`config.mk`:
```
export PLATFORM = sky130hd
export DESIGN_NAME = wind_vane_vector_average_unit
export DESIGN_NICKNAME = d
export VERILOG_FILES = /design/src/rtl/core/wvva_pkg.sv /design/src/rtl/core/wind_vane_vector_average_unit.sv
export VERILOG_INCLUDE_DIRS = /design/src /design/src/rtl/core
export SDC_FILE = /design/constraint.sdc
export NUM_CORES = 2
export LEC_CHECK = 0
export BUFFER_PORTS_ARGS = -buffer_cell sky130_fd_sc_hd__buf_2
export CAP_MARGIN = 20
export CORE_ASPECT_RATIO = 0.5
export CORE_MARGIN = 2
export CORE_UTILIZATION = 59
export DETAILED_ROUTE_END_ITERATION = 7
export PLACE_DENSITY = 0.79
export SYNTH_ARGS = -nofsm -noshare
export SYNTH_HDL_FRONTEND = slang
export SYNTH_SLANG_ARGS = --single-unit
```
`constraint.sdc`:
```
create_clock -name clk_i -period 5.85 [get_ports clk_i]
set_clock_uncertainty 0.15 [all_clocks]
set_input_delay 0.2925 -clock clk_i [delete_from_list [all_inputs] [get_ports clk_i]]
set_output_delay 0.2925 -clock clk_i [all_outputs]
set_load 0.01 [all_outputs]
```
`src/rtl/core/assert_macros.svh`:
```
// assertion helpers used by the averager unit
// each macro expects clk_i and rst_ni in scope
`ifndef ASSERT_MACROS_SVH
`define ASSERT_MACROS_SVH

// property that must hold at every clock edge out of reset
`define WVA_ASSERT(lbl, prop, msg) \
  lbl: assert property (@(posedge clk_i) disable iff (!rst_ni) (prop)) else $error(msg);

// trigger implies a condition in the next cycle
`define WVA_ASSERT_NEXT(lbl, pre, post, msg) \
  lbl: assert property (@(posedge clk_i) disable iff (!rst_ni) (pre) |=> (post)) \
    else $error(msg);

`endif

```
`src/rtl/core/wvva_pkg.sv`:
```
// ----------------------------------------------------------------------------
// wvva_pkg
// Constants and lookup tables of the wind vane vector averager.
// ----------------------------------------------------------------------------
package wvva_pkg;

  localparam int unsigned MaxSamplesDef  = 4095;
  localparam int unsigned CordicStepsDef = 16;
  localparam int unsigned NumSectors     = 16;
  localparam int unsigned AtanEntries    = 24;

  localparam int unsigned AdcW    = 12;
  localparam int unsigned SectorW = 4;
  localparam int unsigned SumW    = 28;
  localparam int unsigned CountW  = 12;
  localparam int unsigned AngleW  = 16;
  localparam int unsigned CordW   = 32;
  localparam int unsigned TurnW   = 32;
  localparam int unsigned IterW   = 5;

  localparam logic [AdcW-1:0]   TolReset   = 12'd62;
  localparam logic [CountW-1:0] CountMax   = 12'd4095;
  localparam logic [AngleW-1:0] AngleScale = 16'd36000;
  localparam logic [TurnW-1:0]  HalfTurn   = 32'h8000_0000;

  // calibration adc code of each vane position
  function automatic logic [AdcW-1:0] vane_code(input logic [SectorW-1:0] k);
    logic [AdcW-1:0] c;
    unique case (k)
      4'd0:    c = 12'd510;
      4'd1:    c = 12'd1707;
      4'd2:    c = 12'd1491;
      4'd3:    c = 12'd3467;
      4'd4:    c = 12'd3376;
      4'd5:    c = 12'd3572;
      4'd6:    c = 12'd2789;
      4'd7:    c = 12'd3149;
      4'd8:    c = 12'd2237;
      4'd9:    c = 12'd2454;
      4'd10:   c = 12'd929;
      4'd11:   c = 12'd1022;
      4'd12:   c = 12'd153;
      4'd13:   c = 12'd410;
      4'd14:   c = 12'd276;
      default: c = 12'd724;
    endcase
    return c;
  endfunction

  // cosine of k * 22.5 degrees in q1.14, sine is entry k + 12
  function automatic logic signed [15:0] cos_q14(input logic [SectorW-1:0] k);
    logic signed [15:0] c;
    unique case (k)
      4'd0:    c = 16'sd16384;
      4'd1:    c = 16'sd15137;
      4'd2:    c = 16'sd11585;
      4'd3:    c = 16'sd6270;
      4'd4:    c = 16'sd0;
      4'd5:    c = -16'sd6270;
      4'd6:    c = -16'sd11585;
      4'd7:    c = -16'sd15137;
      4'd8:    c = -16'sd16384;
      4'd9:    c = -16'sd15137;
      4'd10:   c = -16'sd11585;
      4'd11:   c = -16'sd6270;
      4'd12:   c = 16'sd0;
      4'd13:   c = 16'sd6270;
      4'd14:   c = 16'sd11585;
      default: c = 16'sd15137;
    endcase
    return c;
  endfunction

  // atan(2^-i) as a binary fraction of a full turn
  function automatic logic [TurnW-1:0] atan_turn(input logic [IterW-1:0] i);
    logic [TurnW-1:0] a;
    unique case (i)
      5'd0:    a = 32'd536870912;
      5'd1:    a = 32'd316933406;
      5'd2:    a = 32'd167458907;
      5'd3:    a = 32'd85004756;
      5'd4:    a = 32'd42667331;
      5'd5:    a = 32'd21354465;
      5'd6:    a = 32'd10679838;
      5'd7:    a = 32'd5340245;
      5'd8:    a = 32'd2670163;
      5'd9:    a = 32'd1335087;
      5'd10:   a = 32'd667544;
      5'd11:   a = 32'd333772;
      5'd12:   a = 32'd166886;
      5'd13:   a = 32'd83443;
      5'd14:   a = 32'd41722;
      5'd15:   a = 32'd20861;
      5'd16:   a = 32'd10430;
      5'd17:   a = 32'd5215;
      5'd18:   a = 32'd2608;
      5'd19:   a = 32'd1304;
      5'd20:   a = 32'd652;
      5'd21:   a = 32'd326;
      5'd22:   a = 32'd163;
      5'd23:   a = 32'd81;
      default: a = 32'd0;
    endcase
    return a;
  endfunction

endpackage

```
`src/rtl/core/wind_vane_vector_average_unit.sv`:
```
// ----------------------------------------------------------------------------
// wind_vane_vector_average_unit
// Wind vane sample matcher with vector averaging and a cordic atan2 report.
// ----------------------------------------------------------------------------
// Usage
//   Input channel (in_valid_i / in_ready_o) takes one request item: a vane
//   adc sample (req_type 0) or a report request (req_type 1). Output channel
//   (out_valid_o / out_ready_i) returns exactly one result item per request.
//   cfg_we_i writes match_tolerance from cfg_wdata_i; write only while idle.
// Sequence
//   sample: one compare unit walks the code table from sector 0 up to the
//   matched sector (0..15), or through sector 15 with no match.
//   report: one shared add/shift cordic stage iterates, followed by a
//   multiply and a rounding cycle; a report on an empty or zero vector
//   skips the cordic.
// Throughput
//   one item in flight; in_ready_o is high only when the sequencer is idle.
// Reset
//   sums and count clear, tolerance returns to 62, no result pending.
// Stall
//   a finished result waits in the result registers (StDone) until the output
//   register frees; the next item is not accepted before then.
// ----------------------------------------------------------------------------
module wind_vane_vector_average_unit #(
  parameter int unsigned MaxSamples  = wvva_pkg::MaxSamplesDef,
  parameter int unsigned CordicSteps = wvva_pkg::CordicStepsDef
) (
  input  logic                          clk_i,
  input  logic                          rst_ni,
  // configuration
  input  logic                          cfg_we_i,
  input  logic [wvva_pkg::AdcW-1:0]     cfg_wdata_i,
  // request items
  input  logic                          in_valid_i,
  output logic                          in_ready_o,
  input  logic                          in_req_type_i,
  input  logic [wvva_pkg::AdcW-1:0]     in_adc_sample_i,
  // result items
  output logic                          out_valid_o,
  input  logic                          out_ready_i,
  output logic                          out_sample_matched_o,
  output logic [wvva_pkg::SectorW-1:0]  out_sector_index_o,
  output logic                          out_mean_valid_o,
  output logic [wvva_pkg::AngleW-1:0]   out_mean_angle_o,
  output logic [wvva_pkg::CountW-1:0]   out_samples_used_o
);

  localparam logic [wvva_pkg::CountW-1:0] CountLimit =
    (MaxSamples < 4095) ? wvva_pkg::CountW'(MaxSamples) : wvva_pkg::CountMax;
  localparam int unsigned StepsUsed =
    (CordicSteps < wvva_pkg::AtanEntries) ? CordicSteps : wvva_pkg::AtanEntries;
  localparam logic [wvva_pkg::IterW-1:0] LastIter = wvva_pkg::IterW'(StepsUsed - 1);
  localparam logic [wvva_pkg::SectorW-1:0] LastSector =
    wvva_pkg::SectorW'(wvva_pkg::NumSectors - 1);
  localparam logic [wvva_pkg::SectorW-1:0] SinOffset = 4'd12;
  localparam int unsigned ProdW = wvva_pkg::TurnW + wvva_pkg::AngleW;

  typedef enum logic [5:0] {
    StIdle   = 6'b000001,
    StSearch = 6'b000010,
    StCordic = 6'b000100,
    StScale  = 6'b001000,
    StRound  = 6'b010000,
    StDone   = 6'b100000
  } state_e;

  state_e state_q, state_d;

  logic [wvva_pkg::AdcW-1:0]          tol_q;
  logic signed [wvva_pkg::SumW-1:0]   sum_cos_q, sum_cos_d;
  logic signed [wvva_pkg::SumW-1:0]   sum_sin_q, sum_sin_d;
  logic [wvva_pkg::CountW-1:0]        sample_count_q, sample_count_d;

  logic [wvva_pkg::AdcW-1:0]          adc_q, adc_d;
  logic [wvva_pkg::SectorW-1:0]       sector_q, sector_d;
  logic [wvva_pkg::IterW-1:0]         iter_q, iter_d;
  logic signed [wvva_pkg::CordW-1:0]  x_q, x_d;
  logic signed [wvva_pkg::CordW-1:0]  y_q, y_d;
  logic [wvva_pkg::TurnW-1:0]         z_q, z_d;
  logic [ProdW-1:0]                   prod_q, prod_d;

  logic                               res_matched_q, res_matched_d;
  logic [wvva_pkg::SectorW-1:0]       res_sector_q, res_sector_d;
  logic                               res_mean_valid_q, res_mean_valid_d;
  logic [wvva_pkg::AngleW-1:0]        res_angle_q, res_angle_d;
  logic [wvva_pkg::CountW-1:0]        res_used_q, res_used_d;

  logic                               out_valid_q, out_valid_d;
  logic                               out_load;

  logic                               in_fire;
  logic signed [wvva_pkg::AdcW:0]     diff;
  logic [wvva_pkg::AdcW:0]            abs_dist;
  logic                               hit;
  logic signed [wvva_pkg::CordW-1:0]  sx, sy, dx, dy;
  logic [ProdW-1:0]                   rounded;
  logic [wvva_pkg::AngleW-1:0]        hund;

  assign in_ready_o = (state_q == StIdle);
  assign in_fire    = in_valid_i && in_ready_o;
  assign out_load   = (state_q == StDone) && (!out_valid_q || out_ready_i);

  // shared compare unit: distance of the held sample to one table code
  always_comb begin
    diff     = $signed({1'b0, adc_q}) - $signed({1'b0, wvva_pkg::vane_code(sector_q)});
    abs_dist = diff[wvva_pkg::AdcW] ? 13'(-diff) : 13'(diff);
    hit      = (abs_dist <= {1'b0, tol_q});
  end

  // shared cordic stage: one micro-rotation toward y = 0
  always_comb begin
    dx = y_q >>> iter_q;
    dy = x_q >>> iter_q;
  end

  // sign-extended sums for the cordic start vector
  assign sx = wvva_pkg::CordW'(sum_cos_q);
  assign sy = wvva_pkg::CordW'(sum_sin_q);

  // rounding of the scaled angle to hundredths
  always_comb begin
    rounded = prod_q + ProdW'(wvva_pkg::HalfTurn);
    hund    = rounded[ProdW-1:wvva_pkg::TurnW];
  end

  // sequencer
  always_comb begin
    state_d          = state_q;
    sum_cos_d        = sum_cos_q;
    sum_sin_d        = sum_sin_q;
    sample_count_d   = sample_count_q;
    adc_d            = adc_q;
    sector_d         = sector_q;
    iter_d           = iter_q;
    x_d              = x_q;
    y_d              = y_q;
    z_d              = z_q;
    prod_d           = prod_q;
    res_matched_d    = res_matched_q;
    res_sector_d     = res_sector_q;
    res_mean_valid_d = res_mean_valid_q;
    res_angle_d      = res_angle_q;
    res_used_d       = res_used_q;

    unique case (state_q)
      StIdle: begin
        if (in_fire) begin
          res_matched_d    = 1'b0;
          res_sector_d     = '0;
          res_mean_valid_d = 1'b0;
          res_angle_d      = '0;
          res_used_d       = '0;
          if (!in_req_type_i) begin
            adc_d    = in_adc_sample_i;
            sector_d = '0;
            state_d  = StSearch;
          end else begin
            // report: take the sums, then clear the accumulator
            sum_cos_d      = '0;
            sum_sin_d      = '0;
            sample_count_d = '0;
            if (sample_count_q == '0) begin
              state_d = StDone;
            end else begin
              res_mean_valid_d = 1'b1;
              res_used_d       = sample_count_q;
              if (sum_cos_q == '0 && sum_sin_q == '0) begin
                state_d = StDone;
              end else begin
                x_d     = sum_cos_q[wvva_pkg::SumW-1] ? -sx : sx;
                y_d     = sum_cos_q[wvva_pkg::SumW-1] ? -sy : sy;
                z_d     = sum_cos_q[wvva_pkg::SumW-1] ? wvva_pkg::HalfTurn : '0;
                iter_d  = '0;
                state_d = StCordic;
              end
            end
          end
        end
      end
      StSearch: begin
        if (hit) begin
          if (sample_count_q < CountLimit) begin
            sum_cos_d      = sum_cos_q + wvva_pkg::SumW'(wvva_pkg::cos_q14(sector_q));
            sum_sin_d      = sum_sin_q +
                             wvva_pkg::SumW'(wvva_pkg::cos_q14(sector_q + SinOffset));
            sample_count_d = sample_count_q + 1'b1;
            res_matched_d  = 1'b1;
            res_sector_d   = sector_q;
          end
          state_d = StDone;
        end else if (sector_q == LastSector) begin
          state_d = StDone;
        end else begin
          sector_d = sector_q + 1'b1;
        end
      end
      StCordic: begin
        if (!y_q[wvva_pkg::CordW-1]) begin
          x_d = x_q + dx;
          y_d = y_q - dy;
          z_d = z_q + wvva_pkg::atan_turn(iter_q);
        end else begin
          x_d = x_q - dx;
          y_d = y_q + dy;
          z_d = z_q - wvva_pkg::atan_turn(iter_q);
        end
        iter_d = iter_q + 1'b1;
        if (iter_q == LastIter) begin
          state_d = StScale;
        end
      end
      StScale: begin
        prod_d  = {{wvva_pkg::AngleW{1'b0}}, z_q} *
                  {{wvva_pkg::TurnW{1'b0}}, wvva_pkg::AngleScale};
        state_d = StRound;
      end
      StRound: begin
        res_angle_d = (hund >= wvva_pkg::AngleScale) ? '0 : hund;
        state_d     = StDone;
      end
      StDone: begin
        if (out_load) begin
          state_d = StIdle;
        end
      end
      default: begin
        state_d = StIdle;
      end
    endcase
  end

  // output register handshake
  always_comb begin
    out_valid_d = out_valid_q;
    if (out_load) begin
      out_valid_d = 1'b1;
    end else if (out_ready_i) begin
      out_valid_d = 1'b0;
    end
  end

  // control state and accumulator
  always_ff @(posedge clk_i or negedge rst_ni) begin
    if (!rst_ni) begin
      state_q        <= StIdle;
      tol_q          <= wvva_pkg::TolReset;
      sum_cos_q      <= '0;
      sum_sin_q      <= '0;
      sample_count_q <= '0;
      out_valid_q    <= 1'b0;
    end else begin
      state_q        <= state_d;
      sum_cos_q      <= sum_cos_d;
      sum_sin_q      <= sum_sin_d;
      sample_count_q <= sample_count_d;
      out_valid_q    <= out_valid_d;
      if (cfg_we_i) begin
        tol_q <= cfg_wdata_i;
      end
    end
  end

  // datapath registers
  always_ff @(posedge clk_i) begin
    adc_q            <= adc_d;
    sector_q         <= sector_d;
    iter_q           <= iter_d;
    x_q              <= x_d;
    y_q              <= y_d;
    z_q              <= z_d;
    prod_q           <= prod_d;
    res_matched_q    <= res_matched_d;
    res_sector_q     <= res_sector_d;
    res_mean_valid_q <= res_mean_valid_d;
    res_angle_q      <= res_angle_d;
    res_used_q       <= res_used_d;
    if (out_load) begin
      out_sample_matched_o <= res_matched_q;
      out_sector_index_o   <= res_sector_q;
      out_mean_valid_o     <= res_mean_valid_q;
      out_mean_angle_o     <= res_angle_q;
      out_samples_used_o   <= res_used_q;
    end
  end

  assign out_valid_o = out_valid_q;

  // checks
`include "assert_macros.svh"

  `WVA_ASSERT(count_in_range_a, sample_count_q <= CountLimit, "sample count over limit")
  `WVA_ASSERT_NEXT(report_clears_a, in_fire && in_req_type_i,
    sample_count_q == '0 && sum_cos_q == '0 && sum_sin_q == '0, "report did not clear")
  `WVA_ASSERT(result_kind_a, !out_valid_o || !(out_sample_matched_o && out_mean_valid_o),
    "result is both a match and a mean")
  `WVA_ASSERT(angle_range_a, !out_valid_o || out_mean_angle_o < wvva_pkg::AngleScale,
    "mean angle out of range")

endmodule

```
### Yosys cells after proc, flatten, opt, wreduce, memory -nomap -nowiden

Memory sizes are Yosys's and may differ from the RTL's. A register that Yosys moved wholly into a read port is not among the register bits.
Index checks and enable logic that the tools add are counted.

| cells by class | value |
|---|---|
| $add $sub $neg | 17 |
| $mul | 1 |
| magnitude comparators | 3 |
| eq/ne operators | 20 |
| shift-type cells | 2 |
| multiplexer cells | 82 |
| bitwise gates (word level) | 1 |
| reductions and logical operators | 21 |

Operator list:

| kind | number |
|---|---|
| $mux W32 | 22 |
| $pmux W32 S2 | 3 |
| $mux W28 | 6 |
| $mux W16 | 8 |
| $pmux W28 S2 | 2 |
| $add A32 B32 Y32 | 3 |
| $sub A32 B32 Y32 | 3 |
| $neg A28 Y32 | 2 |
| $sshr A32 B5 Y32 | 2 |
| $add A28 B16 Y28 | 2 |
| $logic_not A28 Y1 | 2 |
| $add A48 B32 Y48 const B | 1 |
| $mux W12 | 4 |
| $mux W6 | 8 |
| $mul A32 B11 Y43 const B | 1 |
| $mux W4 | 9 |
| $pmux W6 S6 | 1 |
| $pmux W16 S2 | 1 |
| $mux W5 | 6 |
| $pmux W12 S2 | 1 |
| $ne A2 B2 Y1 const B | 9 |
| $ge A16 B16 Y1 const B | 1 |
| $pmux W4 S2 | 2 |
| $reduce_and A5 Y1 | 3 |
| other kinds (32) | 45 |

| storage, ports and cells | value |
|---|---|
| flip-flop bits (word level) | 315 |
| memory bits (read-only) | 2624 |
| input port bits | 30 |
| output and inout bits | 36 |
| word-level logic and storage cells | 175 |
| memories kept | 5 |

Memories:

| name | depth | width | rd ports | clocked after Yosys merged registers in | write ports | line | RTL |
|---|---|---|---|---|---|---|---|
| (name not given) | 32 | 30 | 1 | 1 | 0 | wvva_pkg.sv:77 | `unique case (i)` |
| (name not given) | 32 | 30 | 1 | 1 | 0 | wvva_pkg.sv:77 |  |
| (name not given) | 16 | 16 | 1 | 1 | 0 | wvva_pkg.sv:53 | `unique case (k)` |
| (name not given) | 16 | 16 | 1 | 0 | 0 | wvva_pkg.sv:53 |  |
| (name not given) | 16 | 12 | 1 | 1 | 0 | wvva_pkg.sv:29 | `unique case (k)` |

### Depth between registers and ports, before layout

| depth | value |
|---|---|
| depth in word-level cells | 10 |
| depth in mapped cells | 28 |

### Worst setup path after synthesis

Ideal clock, no wire load.

| timing | value |
|---|---|
| path type | reg2reg |
| start point | register iter_q[1] (netlist bit) |
| end point | register y_q[31] (netlist bit) (data pin) |
| setup time | 0.270 ns |
| arrival | 5.922 ns |
| path slack | -0.492 ns |
| stages on the path, launching flop included | 27 |
| path through | edfxtp_1 -> buf_6 -> buf_6 -> buf_6 -> buf_2 -> clkbuf_1 -> mux4_2 -> nand3_1 -> o211ai_1 -> a211o_1 -> nor3_2 -> and3_1 -> and4_1 -> a31oi_1 -> xor2_1 -> ha_1 -> clkbuf_1 -> a21o_1 -> a31o_2 -> a221o_1 -> a22o_1 -> o31ai_1 -> o21ai_0 -> or4_1 -> a31oi_1 -> xor2_1 -> a21oi_1 |

| on the way | value |
|---|---|
| cells in the longest elaborated chain, start to end | 4 |

RTL lines:

| element | line | RTL |
|---|---|---|
| from (decl) | wind_vane_vector_average_unit.sv:76 | `logic [wvva_pkg::IterW-1:0] iter_q, iter_d;` |
| from (signal assigned) | wind_vane_vector_average_unit.sv:267 | `iter_q <= iter_d;` |
| $sshr A32 B5 Y32 * | wind_vane_vector_average_unit.sv:113 | `dy = x_q >>> iter_q;` |
| $sub A32 B32 Y32 or $add A32 B32 Y32 (tied branches) | wind_vane_vector_average_unit.sv:200, wind_vane_vector_average_unit.sv:204 |  |
| $mux W32 * | wind_vane_vector_average_unit.sv:198 | `if (!y_q[wvva_pkg::CordW-1]) begin` |
| $pmux W32 S2 * | wind_vane_vector_average_unit.sv:145 | `unique case (state_q)` |
| net y_d (one bit) | wind_vane_vector_average_unit.sv:78 | `logic signed [wvva_pkg::CordW-1:0] y_q, y_d;` |
| to (signal assigned) | wind_vane_vector_average_unit.sv:269 | `y_q <= y_d;` |
| to (decl) | wind_vane_vector_average_unit.sv:78 |  |

The timed path passes the listed nets; every way through them passes the cells marked *.
A chain may end at the register's enable or synchronous reset.

### Worst setup path in the final report

Ends and elaborated chain as after synthesis.

==> impl_metrics.yaml <==
global_routing:
  grt_max_degree: 63
  grt_pass1_vias: 30700
  grt_pass1_wl_mm: 160
  grt_usage_pct: 32.3
  grt_overflow: 0
  grt_antenna_before_repair: 0
detailed_routing:
  drc: 0
  viasPerCell: 6.46
  drt_iter0_markers: 3298
  wl_mm: 104
  wl_met3_mm: 8.74
  m1WireLength_mm: 41.9
  dr.pass1.iters: 7
  routed-via-count: 32000
  wl_met2_mm: 48.5
  drtAntennaViolNets: 0
  top_layer: "met4"
  wl_per_cell_um: 20.9
clock_tree:
  clk_latency_ns: 0.58
  numCtsBuffers: 36
  path_clk_slew_ns: 0.07
  clockBufferDepth: 3
  cts.sinks: 343
  cts_tree: "built"
  cts-root-buf: "clkbuf_16"
  cts_htree_levels: 2
logic_synthesis:
  ys.flop_type: "edfxtp_1"
  syn_nets: 4271
  synth-simple-area-share_pct: 14.2
  ys_seq_elements: 343
  synth_area_per_cell_sq_um: 9.28
  synthCells: 3780
  synth_area_sq_um: 35100
  synth_compound_area_share_pct: 19.2
  synth-xor-area-share_pct: 7.41
  synth_top_family_by_area: "compound AO/OA/AOI/OAI gates"
  synthAdderAreaFrac_pct: 18.3
  ys_types: 99
  synth_edf_count: 202
  ys_seq_area_share_pct: 26.6
  ys_async_sr_fraction_pct: 25.4
  ys_warn_count: 0
  synthMuxAreaShare_pct: 9.13
critical_path:
  arrival_ns: 6.14
  start_kind: "register"
  path_class: "register to register"
  cpLargestDelayFamily: "compound AO/OA/AOI/OAI gates"
  critPathRequiredTime_ns: 5.98
  crit_slowest_cell: "edfxtp_1"
  cp_num_buf_inv: 7
  critPathCaptureType: "register"
  path_common_cell: "buf_4"
  crit_path_max_incr_delay_ns: 0.44
  crit_fanout: 14
sta:
  tightest_slew_ns: 1.06
  fin_crit_ns: 6.00
  finalHoldViolCount: 0
  relSlewSlack_pct: 28.3
  final.setup.worst_slack_ns: -0.154
  period_share_pct: 103
  rsz0062_at_grt: "yes"
  final-setup-viol-count: 1
  drv_slew: 0
  setup_tns_ns: -0.154
  max_freq_mhz: 167
finish:
  area_growth_pct: 17.3
  num_antenna_cells: 0
  nNetsFinal: 4640
  final_cell_mix: "ha_1 (370), buf_4 (360), inv_1 (279)"
  layout_commonest_cell: "ha_1"
  layout-drive-gt1-share_pct: 18.6
outcome:
  status: "finished, violations left"
  violations: "negative setup slack"
floorplanning:
  die_w_um: 349
  initial_utilization_pct: 59.5
  die-area_sq_um: 61500
  core_area_sq_um: 59000
  die_h_um: 176
  ios: 66
  num_rows: 63
place:
  place.gp.congestion: 1.01
  post-dp-hpwl_mm: 75.3
  place_ws_ns: -0.235
  portBuffers: 65
run:
  cap_violations: 0
hold_path:
  hold_class: "input pin to register"
-- Yosys cell counts (44+ instances only) --
| master | count | area [sq um] |
|---|---|---|
| dfrtp_1 | 81 | 2030 |
| dfxtp_1 | 54 | 1080 |
| o31ai_1 | 50 | 375 |
| o21ai_0 | 212 | 1060 |
| a21o_1 | 80 | 601 |
| ha_1 | 375 | 4690 |
| fa_1 | 86 | 1720 |
| xor2_1 | 109 | 955 |
| o21a_1 | 44 | 330 |
| mux4_2 | 92 | 2070 |
| mux2i_1 | 71 | 711 |
| a31oi_1 | 54 | 338 |
| inv_1 | 280 | 1050 |
| nor3_1 | 73 | 365 |
| and2_1 | 47 | 294 |
| a21oi_1 | 267 | 1340 |
| clkbuf_1 | 99 | 372 |
| xnor2_1 | 185 | 1620 |
| nand2_1 | 281 | 1050 |
| nor2_1 | 274 | 1030 |
| nand3_1 | 78 | 390 |
| edfxtp_1 | 202 | 6070 |
-- what timing repair did --
action,4_1_cts,5_1_grt
hold endpoints to repair,50,0
hold buffers,40,0
endpoints found under the setup margin,19,124
buffers inserted,6,60
pin swaps,5,54
gates resized for setup,20,120
gates cloned,0,4
-- kinds of logic after synthesis --
kind of cell	count (synthesis)
mux	192
buf+inv	444
flops	343
fa+ha+maj	461
xor+xnor	295
simple gates	1017
compound gates	1028
-- worst paths after layout --
check | from | endpoint | slack [ns] | cells past startpoint
hold reg to reg | res_used_q[0] | out_samples_used_o[0] | 0.26 | 0
max in group asynchronous | rst_ni | sum_cos_q[27] | 4.36 | 3
setup / recovery | iter_q[1] | y_q[31] | -0.15 | 29
min in group asynchronous | rst_ni | tol_q[6] | 0.03 | 2
setup reg to reg | iter_q[1] | y_q[31] | -0.15 | 29
hold / removal | cfg_we_i | tol_q[6] | 0.02 | 2
-- stage by stage --
stage	instance area [sq um]	hold WS, ns	util [%]	cells
after floorplan	35100	-0.153	-	3780
final	41100	0.0204	69.7	4956
after CTS	40000	0.00436	67.9	4890
after global placement	38200	0.0798	64.8	4779
after global routing	41100	0.0242	69.7	4956
after detailed placement	38200	0.0760	64.8	4779
-- metal layers --
metal,vias to the layer above,GRT usage (%)
li1,14700,-
met1,15400,41.5
met2,1555,54.7
met3,336,5.52
met4,0,12.5
met5,-,0
-- area by class of cell --
class                      count  area (sq um)
timing repair buffer         493          4020
clock inverter                18           230
sequential                   343          9330
tap                          780           976
inverter                     282          1060
clock buffer                  47          1070
fill                        4278         17800
multi-input combinational   2993         24400
Power is not shown: default switching activity piles up to over one toggle a cycle in this logic, so the estimate is an artifact.
